==> config.mk <==
export PLATFORM = sky130hd
export DESIGN_NAME = csv_field_splitter
export DESIGN_NICKNAME = d
export VERILOG_FILES = /design/src/csvfs_pkg.sv /design/src/csvfs_in_reg.sv /design/src/csvfs_parse.sv /design/src/csvfs_out_reg.sv /design/src/csv_field_splitter.sv
export SDC_FILE = /design/constraint.sdc
export NUM_CORES = 1
export LEC_CHECK = 0
export BUFFER_PORTS_ARGS = -buffer_cell sky130_fd_sc_hd__buf_4
export CAP_MARGIN = 40
export CELL_PAD_IN_SITES_DETAIL_PLACEMENT = 1
export CELL_PAD_IN_SITES_GLOBAL_PLACEMENT = 1
export CORE_ASPECT_RATIO = 1.4
export CORE_MARGIN = 2
export CORE_UTILIZATION = 48
export CTS_CLUSTER_SIZE = 24
export DETAILED_ROUTE_END_ITERATION = 6
export GPL_TIMING_DRIVEN = 0
export PLACE_DENSITY_LB_ADDON = 0.1
export SYNTH_ARGS = -nofsm -noshare
export SYNTH_HDL_FRONTEND = slang
export SYNTH_SLANG_ARGS = --single-unit
==> constraint.sdc <==
create_clock -name i_clk -period 17.7 [get_ports i_clk]
set_input_delay 0.885 -clock i_clk [delete_from_list [all_inputs] [get_ports i_clk]]
set_output_delay 0.885 -clock i_clk [all_outputs]
set_load 0.05 [all_outputs]
==> src/csvfs_pkg.sv <==
// shared types, constants and limits of the csv field splitter
package csvfs_pkg;

    localparam int MAX_FIELDS    = 32;
    localparam int MAX_FIELD_LEN = 256;

    localparam int FIELD_IDX_W = (MAX_FIELDS > 1) ? $clog2(MAX_FIELDS) : 1;

    localparam logic [FIELD_IDX_W:0] FIELDS_MAX = (FIELD_IDX_W + 1)'(MAX_FIELDS);
    localparam logic [7:0] CHAR_LIMIT =
        8'(((MAX_FIELD_LEN - 1) > 255) ? 255 : (MAX_FIELD_LEN - 1));

    localparam logic [7:0] BYTE_LF       = 8'd10;
    localparam logic [7:0] BYTE_CR       = 8'd13;
    localparam logic [7:0] BYTE_QUOTE    = 8'd34;
    localparam logic [7:0] SEP_RESET     = 8'd44;
    localparam logic       SKIP_RESET    = 1'b1;

    localparam int CFG_IDX_W = 1;
    localparam logic [CFG_IDX_W-1:0] CFG_SKIP_HEADER = 1'b0;
    localparam logic [CFG_IDX_W-1:0] CFG_SEPARATOR   = 1'b1;

    typedef enum logic [1:0] {
        KIND_CHAR      = 2'd0,
        KIND_FIELD_END = 2'd1,
        KIND_ROW_END   = 2'd2
    } t_kind;

    typedef struct packed {
        logic [7:0] text_byte;
        logic       flush;
    } t_item;

    typedef struct packed {
        logic       skip_header;
        logic [7:0] separator;
    } t_cfg;

    typedef struct packed {
        t_kind       kind;
        logic [7:0]  char_value;
        logic [4:0]  field_number;
        logic [7:0]  char_position;
        logic [31:0] row_number;
        logic [5:0]  fields_in_row;
    } t_result;

endpackage

==> src/csvfs_in_reg.sv <==
// input register that holds one item ahead of the parser
module csvfs_in_reg (
    input  logic            i_clk,
    input  logic            i_rst_n,
    input  logic            i_valid,
    output logic            o_ready,
    input  csvfs_pkg::t_item i_item,
    input  logic            i_advance,
    output logic            o_valid,
    output csvfs_pkg::t_item o_item
);
    import csvfs_pkg::*;

    logic  r_valid;
    t_item r_item;

    assign o_ready = !r_valid || i_advance;
    assign o_valid = r_valid;
    assign o_item  = r_item;

    always_ff @(posedge i_clk) begin
        if (!i_rst_n) begin
            r_valid <= 1'b0;
        end else if (o_ready) begin
            r_valid <= i_valid;
        end
    end

    always_ff @(posedge i_clk) begin
        if (o_ready && i_valid) begin
            r_item <= i_item;
        end
    end

endmodule

==> src/csvfs_parse.sv <==
// parser state and per-byte decode of quoting, separators and row ends
module csvfs_parse (
    input  logic               i_clk,
    input  logic               i_rst_n,
    input  csvfs_pkg::t_cfg    i_cfg,
    input  csvfs_pkg::t_item   i_item,
    input  logic               i_advance,
    output logic               o_emit,
    output csvfs_pkg::t_result o_result
);
    import csvfs_pkg::*;

    logic                   r_quoted, n_quoted;
    logic                   r_pending, n_pending;
    logic [FIELD_IDX_W-1:0] r_field, n_field;
    logic [7:0]             r_count, n_count;
    logic [31:0]            r_row, n_row;
    logic                   r_header, n_header;
    logic                   r_full, n_full;
    logic                   r_open, n_open;

    logic                   hide;
    logic                   qm_eff;
    logic                   do_append;
    logic                   do_end;
    logic [7:0]             app_char;
    logic [FIELD_IDX_W:0]   field_sum;
    logic                   emit;
    t_kind                  kind;
    logic [7:0]             ch;
    logic [5:0]             fin;

    assign hide      = i_cfg.skip_header && !r_header;
    assign field_sum = {1'b0, r_field} + (FIELD_IDX_W + 1)'(1);

    always_comb begin
        n_quoted  = r_quoted;
        n_pending = r_pending;
        n_field   = r_field;
        n_count   = r_count;
        n_row     = r_row;
        n_header  = r_header;
        n_full    = r_full;
        n_open    = r_open;
        emit      = 1'b0;
        kind      = KIND_CHAR;
        ch        = 8'd0;
        fin       = 6'd0;
        qm_eff    = r_quoted;
        do_append = 1'b0;
        do_end    = 1'b0;
        app_char  = i_item.text_byte;

        if (i_item.flush) begin
            if (r_open) begin
                do_end = 1'b1;
            end
        end else if (i_item.text_byte == BYTE_LF) begin
            do_end = 1'b1;
        end else begin
            n_open = 1'b1;
            if (!r_full) begin
                if (r_pending && i_item.text_byte == BYTE_QUOTE) begin
                    // doubled quote inside quotes
                    n_pending = 1'b0;
                    do_append = 1'b1;
                    app_char  = BYTE_QUOTE;
                end else begin
                    if (r_pending) begin
                        n_pending = 1'b0;
                        qm_eff    = 1'b0;
                        n_quoted  = 1'b0;
                    end
                    if (i_item.text_byte == BYTE_QUOTE) begin
                        if (qm_eff) begin
                            n_pending = 1'b1;
                        end else begin
                            n_quoted = 1'b1;
                        end
                    end else if (i_item.text_byte == i_cfg.separator && !qm_eff) begin
                        if (field_sum >= FIELDS_MAX) begin
                            n_full = 1'b1;
                        end else begin
                            emit    = 1'b1;
                            kind    = KIND_FIELD_END;
                            n_field = field_sum[FIELD_IDX_W-1:0];
                            n_count = 8'd0;
                        end
                    end else if (i_item.text_byte != BYTE_CR) begin
                        do_append = 1'b1;
                    end
                end
            end
        end

        if (do_append && r_count < CHAR_LIMIT) begin
            emit    = 1'b1;
            kind    = KIND_CHAR;
            ch      = app_char;
            n_count = r_count + 8'd1;
        end

        if (do_end) begin
            emit      = 1'b1;
            kind      = KIND_ROW_END;
            fin       = 6'(field_sum);
            if (!hide) begin
                n_row = r_row + 32'd1;
            end
            n_header  = 1'b1;
            n_quoted  = 1'b0;
            n_pending = 1'b0;
            n_field   = '0;
            n_count   = 8'd0;
            n_full    = 1'b0;
            n_open    = 1'b0;
        end
    end

    always_comb begin
        o_emit                 = emit && !hide;
        o_result.kind          = kind;
        o_result.char_value    = ch;
        o_result.field_number  = 5'(r_field);
        o_result.char_position = r_count;
        o_result.row_number    = r_row;
        o_result.fields_in_row = fin;
    end

    always_ff @(posedge i_clk) begin
        if (!i_rst_n) begin
            r_quoted  <= 1'b0;
            r_pending <= 1'b0;
            r_field   <= '0;
            r_count   <= 8'd0;
            r_row     <= 32'd0;
            r_header  <= 1'b0;
            r_full    <= 1'b0;
            r_open    <= 1'b0;
        end else if (i_advance) begin
            r_quoted  <= n_quoted;
            r_pending <= n_pending;
            r_field   <= n_field;
            r_count   <= n_count;
            r_row     <= n_row;
            r_header  <= n_header;
            r_full    <= n_full;
            r_open    <= n_open;
        end
    end

    a_pending_in_quotes: assert property (@(posedge i_clk) disable iff (!i_rst_n)
        r_pending |-> r_quoted)
        else $error("quote pending outside quoted mode");

    a_full_row_open: assert property (@(posedge i_clk) disable iff (!i_rst_n)
        r_full |-> r_open)
        else $error("row full without an open row");

    a_count_limit: assert property (@(posedge i_clk) disable iff (!i_rst_n)
        r_count <= CHAR_LIMIT)
        else $error("character count beyond limit");

    a_row_end_clears: assert property (@(posedge i_clk) disable iff (!i_rst_n)
        (i_advance && do_end) |=> (r_field == '0 && r_count == 8'd0 && !r_open
                                   && !r_quoted && r_header))
        else $error("row end did not clear row state");

endmodule

==> src/csvfs_out_reg.sv <==
// result register toward the output channel
module csvfs_out_reg (
    input  logic               i_clk,
    input  logic               i_rst_n,
    input  logic               i_load,
    input  csvfs_pkg::t_result i_result,
    output logic               o_space,
    output logic               o_valid,
    input  logic               i_ready,
    output csvfs_pkg::t_result o_result
);
    import csvfs_pkg::*;

    logic    r_valid;
    t_result r_result;

    assign o_space  = !r_valid || i_ready;
    assign o_valid  = r_valid;
    assign o_result = r_result;

    always_ff @(posedge i_clk) begin
        if (!i_rst_n) begin
            r_valid <= 1'b0;
        end else if (o_space) begin
            r_valid <= i_load;
        end
    end

    always_ff @(posedge i_clk) begin
        if (o_space && i_load) begin
            r_result <= i_result;
        end
    end

endmodule

==> src/csv_field_splitter.sv <==
// top level of the csv field splitter: config registers, input and result stages
// One text byte (or a flush item) is accepted per clock cycle while the result
// side keeps up. An item passes an input register and then the parser, whose
// quote, field and row state updates once per item: one item per cycle. A result
// is registered as its item leaves the input register. Each item gives zero or
// one result; items that give none (CR, quotes, dropped text) still pass the
// parser. There is no clearing pass after reset. The user must write skip_header
// (index 0) and separator (index 1) only while idle; this is not enforced.
module csv_field_splitter (
    input  logic                              i_clk,
    input  logic                              i_rst_n,
    input  logic                              i_cfg_we,
    input  logic [csvfs_pkg::CFG_IDX_W-1:0]   i_cfg_index,
    input  logic [7:0]                        i_cfg_data,
    input  logic                              i_valid,
    output logic                              o_ready,
    input  logic [7:0]                        i_text_byte,
    input  logic                              i_flush,
    output logic                              o_valid,
    input  logic                              i_ready,
    output logic [1:0]                        o_kind,
    output logic [7:0]                        o_char_value,
    output logic [4:0]                        o_field_number,
    output logic [7:0]                        o_char_position,
    output logic [31:0]                       o_row_number,
    output logic [5:0]                        o_fields_in_row
);
    import csvfs_pkg::*;

    t_cfg    r_cfg;
    t_item   in_item;
    t_item   stage_item;
    logic    stage_valid;
    logic    out_space;
    logic    advance;
    logic    emit;
    t_result parse_result;
    t_result out_result;

    always_ff @(posedge i_clk) begin
        if (!i_rst_n) begin
            r_cfg.skip_header <= SKIP_RESET;
            r_cfg.separator   <= SEP_RESET;
        end else if (i_cfg_we) begin
            case (i_cfg_index)
                CFG_SKIP_HEADER: r_cfg.skip_header <= i_cfg_data[0];
                CFG_SEPARATOR:   r_cfg.separator   <= i_cfg_data;
                default: begin
                end
            endcase
        end
    end

    assign in_item.text_byte = i_text_byte;
    assign in_item.flush     = i_flush;
    assign advance           = stage_valid && out_space;

    csvfs_in_reg u_in_reg (
        .i_clk     (i_clk),
        .i_rst_n   (i_rst_n),
        .i_valid   (i_valid),
        .o_ready   (o_ready),
        .i_item    (in_item),
        .i_advance (advance),
        .o_valid   (stage_valid),
        .o_item    (stage_item)
    );

    csvfs_parse u_parse (
        .i_clk     (i_clk),
        .i_rst_n   (i_rst_n),
        .i_cfg     (r_cfg),
        .i_item    (stage_item),
        .i_advance (advance),
        .o_emit    (emit),
        .o_result  (parse_result)
    );

    csvfs_out_reg u_out_reg (
        .i_clk    (i_clk),
        .i_rst_n  (i_rst_n),
        .i_load   (advance && emit),
        .i_result (parse_result),
        .o_space  (out_space),
        .o_valid  (o_valid),
        .i_ready  (i_ready),
        .o_result (out_result)
    );

    assign o_kind          = out_result.kind;
    assign o_char_value    = out_result.char_value;
    assign o_field_number  = out_result.field_number;
    assign o_char_position = out_result.char_position;
    assign o_row_number    = out_result.row_number;
    assign o_fields_in_row = out_result.fields_in_row;

endmodule
==> impl_results.html <==
<table>
<tr><th>Metric</th><th>Value</th></tr>
<tr><th colspan="2">Clock network</th></tr>
<tr><td>CTS sink cnt</td><td>between 100 and 150</td></tr>
<tr><td>Post-CTS Resized</td><td>0</td></tr>
<tr><td>Post-CTS setup-driven buffer insertion count</td><td>0</td></tr>
<tr><td>TritonCTS Buffers</td><td>17</td></tr>
<tr><td>H-tree lvl count</td><td>4</td></tr>
<tr><td>Number of hold-repair buffers added at the cts stage</td><td>0</td></tr>
<tr><td>Clock Root Buffer</td><td>sky130_fd_sc_hd__clkbuf_16</td></tr>
<tr><td>CTS clock-pin slew for the worst setup and hold paths</td><td>0.06 ns</td></tr>
<tr><td>Clock tree from TritonCTS</td><td>built</td></tr>
<tr><td>Worst-case clock buffer depth</td><td>2</td></tr>
<tr><td>Insertion delay of the later-clocked pin in the worst-skew pair</td><td>0.41 ns</td></tr>
<tr><th colspan="2">Yosys</th></tr>
<tr><td>Synth top area share</td><td>between 30% and 40%</td></tr>
<tr><td>Net count after synthesis</td><td>approximately 500</td></tr>
<tr><td>Mean instance size in the synthesized netlist</td><td>11.35 µm²</td></tr>
<tr><td>Sequential area share after synthesis</td><td>62.19%</td></tr>
<tr><td>Post-synth EDFFs</td><td>70</td></tr>
<tr><td>Post-synth top flop</td><td>sky130_fd_sc_hd__edfxtp_1</td></tr>
<tr><td>Synth async-reset ratio</td><td>0%</td></tr>
<tr><td>Post-synthesis cell count</td><td>between 400 and 500</td></tr>
<tr><td>Library cell with the highest instance count after synthesis</td><td>sky130_fd_sc_hd__edfxtp_1</td></tr>
<tr><td>Count of different cell masters after synthesis</td><td>50</td></tr>
<tr><td>Top cell types by occurrence after synthesis</td><td>70 x sky130_fd_sc_hd__edfxtp_1, 61 x sky130_fd_sc_hd__dfxtp_1, 51 x sky130_fd_sc_hd__nand2_1</td></tr>
<tr><td>Area contributors post-synth</td><td>sky130_fd_sc_hd__edfxtp_1 39%, sky130_fd_sc_hd__dfxtp_1 23%, sky130_fd_sc_hd__xnor2_1 4.4%</td></tr>
<tr><td>FF+latch count, synth</td><td>about 130</td></tr>
<tr><td>Warnings, synthesis</td><td>0</td></tr>
<tr><td>Cell accounting for the most synthesized area</td><td>sky130_fd_sc_hd__edfxtp_1</td></tr>
<tr><td>Syn Std Cell Area</td><td>0.005344 mm²</td></tr>
<tr><th colspan="2">Routing</th></tr>
<tr><td>First drt pass iteration count</td><td>4</td></tr>
<tr><td>Overall via count from detail_route</td><td>4003</td></tr>
<tr><td>Routed wire length</td><td>13130 µm</td></tr>
<tr><td>Count of nets left with antenna violations after detail routing</td><td>0</td></tr>
<tr><td>Detailed-route wire length per cell</td><td>17.89 µm</td></tr>
<tr><td>Number of DRC markers after the initial detailed-route iteration</td><td>between 90 and 100</td></tr>
<tr><td>Vias per inst</td><td>about 5.5</td></tr>
<tr><td>Remaining DRCs</td><td>0</td></tr>
<tr><th colspan="2">Setup path</th></tr>
<tr><td>Max Fanout on Critical Path</td><td>12</td></tr>
<tr><td>R2r endpoint</td><td>u_out_reg.o_result[22]</td></tr>
<tr><td>Critical Path End Type</td><td>register</td></tr>
<tr><td>Critical path launch point</td><td>u_in_reg.o_item[5]</td></tr>
<tr><td>Kind of launch point of the worst setup path</td><td>register</td></tr>
<tr><td>Data required time of the worst path</td><td>around 18 ns</td></tr>
<tr><td>FF-to-FF setup slack</td><td>14.34 ns</td></tr>
<tr><td>Worst reg2reg path startpoint</td><td>u_in_reg.o_item[5]</td></tr>
<tr><td>Depth of the worst register-to-register path</td><td>8</td></tr>
<tr><td>Arrival time at the worst endpoint</td><td>3.48 ns</td></tr>
<tr><td>Classification of the worst setup path</td><td>register to register</td></tr>
<tr><th colspan="2">Power</th></tr>
<tr><td>Static Leak</td><td>approximately 2.5 nW</td></tr>
<tr><td>Pwr Density</td><td>102.1 mW/mm²</td></tr>
<tr><td>Power Total</td><td>0.6935 mW</td></tr>
<tr><td>Worst ir drop on vdd</td><td>0.06272 mV</td></tr>
<tr><th colspan="2">GRT</th></tr>
<tr><td>Global-route wire length before repair</td><td>around 22000 µm</td></tr>
<tr><td>GRT Resource Usage Total</td><td>23.54%</td></tr>
<tr><td>Grt met1 use</td><td>23.54%</td></tr>
<tr><td>Pin count of the biggest net entering global routing</td><td>17</td></tr>
<tr><td>Grt ovf</td><td>0</td></tr>
<tr><td>Met2 layer usage reported by global route</td><td>45.57%</td></tr>
<tr><td>Via count of the first global-routing pass</td><td>4365</td></tr>
<tr><td>Antenna violations before repair</td><td>0</td></tr>
<tr><td>Most congested layer reported by global routing</td><td>met2</td></tr>
<tr><td>Met3 Resource Use GR</td><td>approximately 4.6%</td></tr>
<tr><th colspan="2">Floorplanning</th></tr>
<tr><td>Floorplan Core Area</td><td>0.01087 mm²</td></tr>
<tr><td>Ports placed on the boundary</td><td>86</td></tr>
<tr><td>Initial core utilization</td><td>49.18%</td></tr>
<tr><td>Die Outline Area</td><td>approximately 0.012 mm²</td></tr>
<tr><td>Number of placement rows</td><td>between 40 and 50</td></tr>
<tr><td>Horiz. Die Dim</td><td>93.18 µm</td></tr>
<tr><td>Height of the die</td><td>128.8 µm</td></tr>
<tr><th colspan="2">Timing</th></tr>
<tr><td>Setup repair after global routing missed its margin</td><td>no</td></tr>
<tr><td>Time the final worst path needs with I/O delays and setup</td><td>about 3.4 ns</td></tr>
<tr><td>Setup tns final</td><td>0 ns</td></tr>
<tr><td>Worst setup skew after layout</td><td>0.007004 ns</td></tr>
<tr><td>Final Cycle Share</td><td>18.99%</td></tr>
<tr><td>Final setup viols</td><td>0</td></tr>
<tr><td>Transition at the pin with the smallest max-transition slack</td><td>0.8081 ns</td></tr>
<tr><td>Total count of hold-check failures in the final report</td><td>0</td></tr>
<tr><td>Final slew viol count</td><td>0</td></tr>
<tr><td>Max-Slew Margin vs Limit</td><td>approximately 46%</td></tr>
<tr><td>Maximum achievable frequency</td><td>~300 MHz</td></tr>
<tr><td>Final worst-path setup slack</td><td>14.34 ns</td></tr>
<tr><th colspan="2">Final layout</th></tr>
<tr><td>Final antenna diode count</td><td>0</td></tr>
<tr><td>Final non-filler cell total</td><td>734</td></tr>
<tr><td>Post-route design area</td><td>0.006794 mm²</td></tr>
<tr><td>Filler cell count</td><td>1154</td></tr>
<tr><td>Syn-to-layout area delta</td><td>27.14%</td></tr>
<tr><td>Number of nets in the layout</td><td>606</td></tr>
<tr><td>Layout cell share with drive strength beyond 1</td><td>about a quarter</td></tr>
<tr><th colspan="2">Job</th></tr>
<tr><td>Max-capacitance violation count</td><td>0</td></tr>
<tr><th colspan="2">Placed design</th></tr>
<tr><td>Placed cell areas</td><td>0.006208 mm²</td></tr>
<tr><td>Count of input and output buffers</td><td>between 80 and 90</td></tr>
<tr><td>Worst setup slack before clock tree synthesis</td><td>approximately 14 ns</td></tr>
<tr><td>Number of cells in the design after placement</td><td>702</td></tr>
<tr><td>Final weighted congestion in routability-driven placement</td><td>0.8113</td></tr>
<tr><td>DP Wirelength</td><td>9341 µm</td></tr>
<tr><th colspan="2">Hold path</th></tr>
<tr><td>Endpoint of the worst hold path</td><td>u_out_reg.o_result[24]</td></tr>
<tr><td>Hold-critical path depth</td><td>0</td></tr>
<tr><td>Launch point of the worst hold path</td><td>u_parse.r_row[18]</td></tr>
<tr><td>Worst hold path class</td><td>register to register</td></tr>
<tr><th colspan="2">Run status</th></tr>
<tr><td>Run status</td><td>complete, no violations</td></tr>
</table>
through the flow:
step,hold slack (ns),util [%]
2_1_floorplan,0.4082,-
3_3_place_gp,0.4145,56.60
3_5_place_dp,0.4534,57.13
4_1_cts,0.4722,62.52
5_1_grt,0.4799,62.52
6_report,0.4719,62.52
cell families after synthesis:
kind of cell | count (synthesis) | share of synthesized area (%)
buf+inv | 25 | 1.920
fa+ha+maj | 3 | 0.7025
xor+xnor | 40 | 6.556
mux | 3 | 0.5853
compound gates | 56 | 6.392
simple gates | 213 | 21.66
flops | 131 | 62.19
area by class of cell:
class | count | area (µm²) | area share [%]
Sequential cell | 131 | 3323 | 48.91
Multi-Input combinational cell | 315 | 1923 | 28.31
Timing Repair Buffer | 90 | 683.2 | 10.06
Clock buffer | 19 | 432.9 | 6.372
Tap cell | 141 | 176.4 | 2.597
Clock inverter | 13 | 152.6 | 2.247
Buffer | 15 | 65.06 | 0.9576
Inverter | 10 | 37.54 | 0.5525
registers in the layout, indices dropped and copies added, names as in the netlist:
register	count
u_parse.r_row	32
u_parse.r_full	1
u_out_reg.o_result	61
u_parse.r_quoted	1
u_out_reg.o_valid	1
u_in_reg.o_valid	1
u_parse.r_field	5
u_in_reg.o_item	9
r_cfg	9
u_parse.r_open	1
u_parse.r_header	1
u_parse.r_pending	1
u_parse.r_count	8
worst max-delay path, stage by stage, from the launching register on:
cell	delay, ns
sky130_fd_sc_hd__edfxtp_1	0.46
sky130_fd_sc_hd__xnor2_1	0.29
sky130_fd_sc_hd__nand4_1	0.13
sky130_fd_sc_hd__nor3_1	0.57
sky130_fd_sc_hd__nor3b_1	0.35
sky130_fd_sc_hd__nor3_1	0.13
sky130_fd_sc_hd__nor3_2	0.70
sky130_fd_sc_hd__buf_6	0.26
sky130_fd_sc_hd__buf_6	0.17
power breakdown:
| group | switching, mW | total [mW] | internal, mW |
|---|---|---|---|
| Combinational | 0.0150 | 0.0244 | 0.00942 |
| Sequential | 0.00345 | 0.325 | 0.322 |
| Clock | 0.134 | 0.344 | 0.210 |
| Total | 0.153 | 0.694 | 0.541 |
cells in the final DEF, fill, tap and decap left out, types with 17 or more instances in the layout:
| master | count |
|---|---|
| sky130_fd_sc_hd__a21oi_1 | 21 |
| sky130_fd_sc_hd__buf_4 | 88 |
| sky130_fd_sc_hd__clkbuf_16 | 17 |
| sky130_fd_sc_hd__dfxtp_1 | 61 |
| sky130_fd_sc_hd__edfxtp_1 | 70 |
| sky130_fd_sc_hd__nand2_1 | 51 |
| sky130_fd_sc_hd__nand3_1 | 22 |
| sky130_fd_sc_hd__nor2_1 | 45 |
| sky130_fd_sc_hd__o21ai_0 | 19 |
| sky130_fd_sc_hd__xnor2_1 | 27 |
worst max-delay path by stage:
stage                                         to  slack, ns  cells past startpoint
final                     u_out_reg.o_result[22]      14.34                      8
after global routing       u_out_reg.o_result[7]      14.07                      8
after CTS                 u_out_reg.o_result[22]      14.32                      8
after detailed placement  u_out_reg.o_result[17]      14.32                      8
after global placement    u_out_reg.o_result[14]       9.40                      6
after floorplan            u_out_reg.o_result[0]      11.48                      6
layer usage:
layer  part of all wire [%]  routed length (µm)  vias to the layer above
met5                      0                   0                        -
met4                    3.2                 417                        0
met3                    3.6                 469                       36
met2                     58                7580                      118
met1                     36                4664                     1950
li1                       -                   -                     1899
(Power assumes the default switching activity.)
